`config.mk`:
```
export PLATFORM = sky130hd
export DESIGN_NAME = sopbe_ram
export DESIGN_NICKNAME = d
export VERILOG_FILES = /design/src/sopbe_ram.sv
export SDC_FILE = /design/constraint.sdc
export NUM_CORES = 2
export LEC_CHECK = 0
export BUFFER_PORTS_ARGS = -buffer_cell sky130_fd_sc_hd__buf_2
export CORE_MARGIN = 2
export CORE_UTILIZATION = 49
export DETAILED_ROUTE_END_ITERATION = 8
export GPL_TIMING_DRIVEN = 0
export PLACE_DENSITY = 0.67
export SETUP_SLACK_MARGIN = 0.5
export SYNTH_ARGS = -nofsm -noshare
export SYNTH_HDL_FRONTEND = slang
export SYNTH_SLANG_ARGS = --single-unit
```
`constraint.sdc`:
```
create_clock -name clock -period 2.35 [get_ports clock]
set_clock_uncertainty 0.05 [all_clocks]
set_input_delay 0.1175 -clock clock [delete_from_list [all_inputs] [get_ports clock]]
set_output_delay 0.1175 -clock clock [all_outputs]
set_load 0.005 [all_outputs]
```
`src/sopbe_ram.sv`:
```
// Generic single-write, single-read synchronous RAM with a registered read.
// Standalone; depends on nothing else in the project.
// Used for every per-slot store of the pool.
module sopbe_ram #(
   parameter int WIDTH = 8,
   parameter int DEPTH = 256
) (
   input  logic                     clock,
   input  logic                     wr_en,
   input  logic [$clog2(DEPTH)-1:0] wr_addr,
   input  logic [WIDTH-1:0]         wr_data,
   input  logic [$clog2(DEPTH)-1:0] rd_addr,
   output logic [WIDTH-1:0]         rd_data
);

   logic [WIDTH-1:0] mem [DEPTH];
   logic [WIDTH-1:0] rd_data_ff;

   // One write and one registered read per cycle.
   always_ff @(posedge clock) begin
      if (wr_en) begin
         mem[wr_addr] <= wr_data;
      end
      rd_data_ff <= mem[rd_addr];
   end

   assign rd_data = rd_data_ff;

endmodule

```
; Word-level counts from Yosys, hierarchy flattened
; Memories as Yosys holds them, arrays and structs flattened. A register that Yosys moved wholly into a read port is not among the register bits.
; Index checks and enable logic that the tools add are counted.
[word_totals]
regBits = 0
ramBits = 2048
out_inout_bits = 8
memories = 1
[op_classes]
muxes = 2
[memory_table]
columns = memory, words, width, read_ports, rd_clocked_by_memory_dff, write_ports, line_no
row1 = mem, 256, 8, 1, 1, 1, 16  ; logic [WIDTH-1:0] mem [DEPTH];
[op_table]
columns = operator, n
row1 = 1-bit two-way mux, 2

; Logic depth before layout (Yosys ltp)
[logic_depth]
depth_word = 2
ltp_mapped = 11
depth_no_buf = 6

; Worst setup path before layout
; OpenSTA, ideal clock, no wires.
[synth_path]
path_type = input to register
from = input port rd_addr[0]
to = register rd_data_ff[2] (netlist: rd_data[2]), read port of mem
t_arrival_ns = 1.924
required_ns = 2.169
setup_slack_ns = 0.245
path_stages = 9
cell_sequence = buf_6 buf_12 buf_8 buf_2 mux4_2 a22oi_1 a21oi_1 nor4_1 nor4_2
[synth_lines]
columns = element, line_no
row1 = start: declaration, 12  ; input logic [$clog2(DEPTH)-1:0] rd_addr,
row2 = end: declaration, 17  ; logic [WIDTH-1:0] rd_data_ff;

==> summary.md <==
| Metric | Value |
|---|---|
| # port buffers | `26` |
| Post-route setup slack | `-0.339 ns` |
| Die Width | `407 um` |
| Worst-path fanout max | `10` |
| Placed cell count | `5930` |
| Synth Instances | `3733` |
| Area of the core | `161000 um^2` |
| Post-synth EDFFs | `2048` |
| GRT Total Usage | `29.0%` |
| Count of different cell masters after synthesis | `55` |
| Worst EP required | `3.00 ns` |
| Setup CP Type | `input port to flop` |
| Flop2flop setup slack | `-0.30 ns` |
| Yosys warnings | `0` |
| Primary FF master, synth | `edfxtp_1` |
| Arr. time, crit path | `3.34 ns` |
| Worst slew pin tran | `1.33 ns` |
| Max rail drop VDD | `0.000831 V` |
| Area added between synthesis and finish | `15.8%` |
| Part of the cycle the worst path needs | `114%` |
| Leakage power | `28.1 nW` |
| Slew headroom | `11.1%` |
| GR Overflow Total | `0` |
| Endpoints failing hold | `0` |
| Reg2reg path depth | `6` |
| Pwr dens | `840 nW/um^2` |
| Commonest non-fill, non-tap cell in the layout | `edfxtp_1` |
| Worst Hold Launch | `wr_addr[1]` |
| Max cap viols | `0` |
| Setup violators final | `8` |
| Crit end category | `flop` |
| Fin. max-slew vios | `0` |
| Most frequent cells in the layout | `edfxtp_1, mux4_2, clkbuf_16` |
| RSZ-0062 raised after global routing | `yes` |
| Share of cells above drive strength 1 | `31.3%` |
| R2R Path End | `rd_data[3]` |
| Status | `finished, violations left` |
| Achievable Freq | `0.372 GHz` |
| Clk_lat worst skew | `0.89 ns` |
| Mean post-synth cell area | `21.3 um^2` |
| Initial antenna violation count | `13` |
| Sequential area share after synthesis | `77.5%` |
| Detailed-route wire length per cell | `37.5 um` |
| Initial Util | `49.4%` |
| DRC violation count after routing | `0` |
| Post-place setup slack | `-2.66 ns` |
| Total CTS buffers | `201` |
| Async SR Flop Fraction | `0%` |
| CTS tree | `built` |
| Worst-path clk slew | `0.06 ns` |
| Number of global-route vias before repair | `40732` |
| Yosys reg bits | `2056` |
| Detailed Route Iter0 Violations | `6502` |
| CP startpoint kind | `input port` |
| Routed Antenna Nets | `0` |
| Worst hold path type | `input port to flop` |
| Via Count | `42013` |
| Vias per inst | `6.63` |
| Die footprint | `166000 um^2` |
| Chip height | `407 um` |
| Setup tns final | `-1.53 ns` |
| Root Driver | `clkbuf_16` |
| Layout Utilization | `57.2%` |
| Clk buf depth | `3` |
| H-tree depth | `4` |
| Syn nets | `3759` |
| WL final | `238000 um` |
| Total Power | `77.4 mW` |
| Layout Nets | `4023` |
| FP Rows | `147` |
| Initial DRT Pass Iterations | `8` |
| Num ports | `34` |
| Largest net degree at the start of global routing | `152` |
| Dpl hpwl | `157000 um` |
| Failing checks | `negative setup slack` |
| RD Place Congestion | `1.04` |
| Hold Path Depth | `3` |
| Final worst path period need | `2.69 ns` |
| Sink Count | `2056` |
| Global-route wire length before repair | `324000 um` |
| Post-route insts no fill | `6334` |
| Hold path endpoint | `mem[23][3]` |
| Cell area after synthesis | `79600 um^2` |
| RR Startpoint | `mem[25][3]` |
## cell families after synthesis
group	Yosys count	share of synthesized area (%)
flops	2056	77.5
mux	591	14.6
simple gates	466	2.63
compound gates	385	3.42
buf+inv	235	1.83
## power breakdown
group          total, mW  switching [mW]  internal, mW
combinational       4.76            3.25          1.51
sequential          40.5          0.0240          40.4
clock               32.2            14.2          17.9
total               77.4            17.5          59.9
## state kept, by name (all words and copies together) (netlist names)
name     flops
mem       2048
rd_data      8
## worst max-delay path: stages
cell      delay [ns]
buf_2           0.38
buf_2           0.51
clkbuf_2        0.68
o221ai_1        0.34
nor3_1          0.28
a21oi_1         0.13
a22oi_1         0.68
nor4_4          0.18
## stage by stage
stage	hold slack [ns]	cell area (um^2)
final	0.00800	92100
after global routing	0.00407	92100
after CTS	0.0356	91500
after detailed placement	0.447	83200
after global placement	0.449	82800
after floorplan	0.166	80000
## cells in the mapped netlist (all sizes together) (2+ instances only)
library cell     n  area, um^2
nor3            22         110
mux4           456       10300
buf            122        1030
a22oi          133         998
o211ai          10        75.1
nand2           33         124
a22o             8        70.1
nor2b           31         194
a221oi          14         129
or2              4        25.0
o221ai          47         418
o32ai            5        51.3
a21oi           96         480
o22ai           28         175
clkbuf         111         417
nand4           10        62.6
mux2i          134        1340
nand2b           8        50.1
o21ai           12        60.1
nor4            27         188
and3b            2        17.5
nor2           282        1060
nand3           34         170
edfxtp        2048       61500
dfxtp            8         160
a211oi          16         120
nand3b           2        15.0
a31oi            2        12.5
and2             6        37.5
a311oi           2        17.5
o22a             5        43.8
a2111oi          5        52.6
## routing by layer
metal / up-vias / part of all wire, % / GRT usage [%] / wire length (um)
li1: 16273 / - / - / -
met1: 22107 / 36 / 39.0 / 86300
met2: 3021 / 45 / 43.0 / 107000
met3: 598 / 13 / 9.44 / 31100
met4: 14 / 5.5 / 13.8 / 13000
met5: - / 0.078 / 0 / 185
## area by class of cell
type	count	area [um^2]
fillers	11659	68800
diodes	3	7.51
clock buffers	260	5290
plain buffers	233	2030
repair buffers	61	701
inverters	2	11.3
well taps	2160	2700
clock inverters	117	1270
flip-flops and latches	2056	61700
multi-input cells	1442	18500
## worst max-delay path by stage
stage,from,end,slack [ns],cells after the start
2_1_floorplan,rd_addr[0],rd_data[0],0.36,9
3_3_place_gp,rd_addr[1],rd_data[4],-2.64,9
3_5_place_dp,rd_addr[1],rd_data[4],-2.66,9
4_1_cts,mem[209][3],rd_data[3],-0.21,6
5_1_grt,mem[211][3],rd_data[3],-0.33,6
6_report,rd_addr[5],rd_data[6],-0.34,8
## repair_timing
| action | 4_1_cts | 5_1_grt |
|---|---|---|
| hold buffers | 18 | 0 |
| pin swaps | 10 | 22 |
| gates resized for setup | 398 | 194 |
| buffers inserted | 6 | 0 |
| endpoints found under the setup margin | 1691 | 1433 |
| hold endpoints to repair | 998 | 0 |
Note: power is estimated with default switching activity, not from simulation.
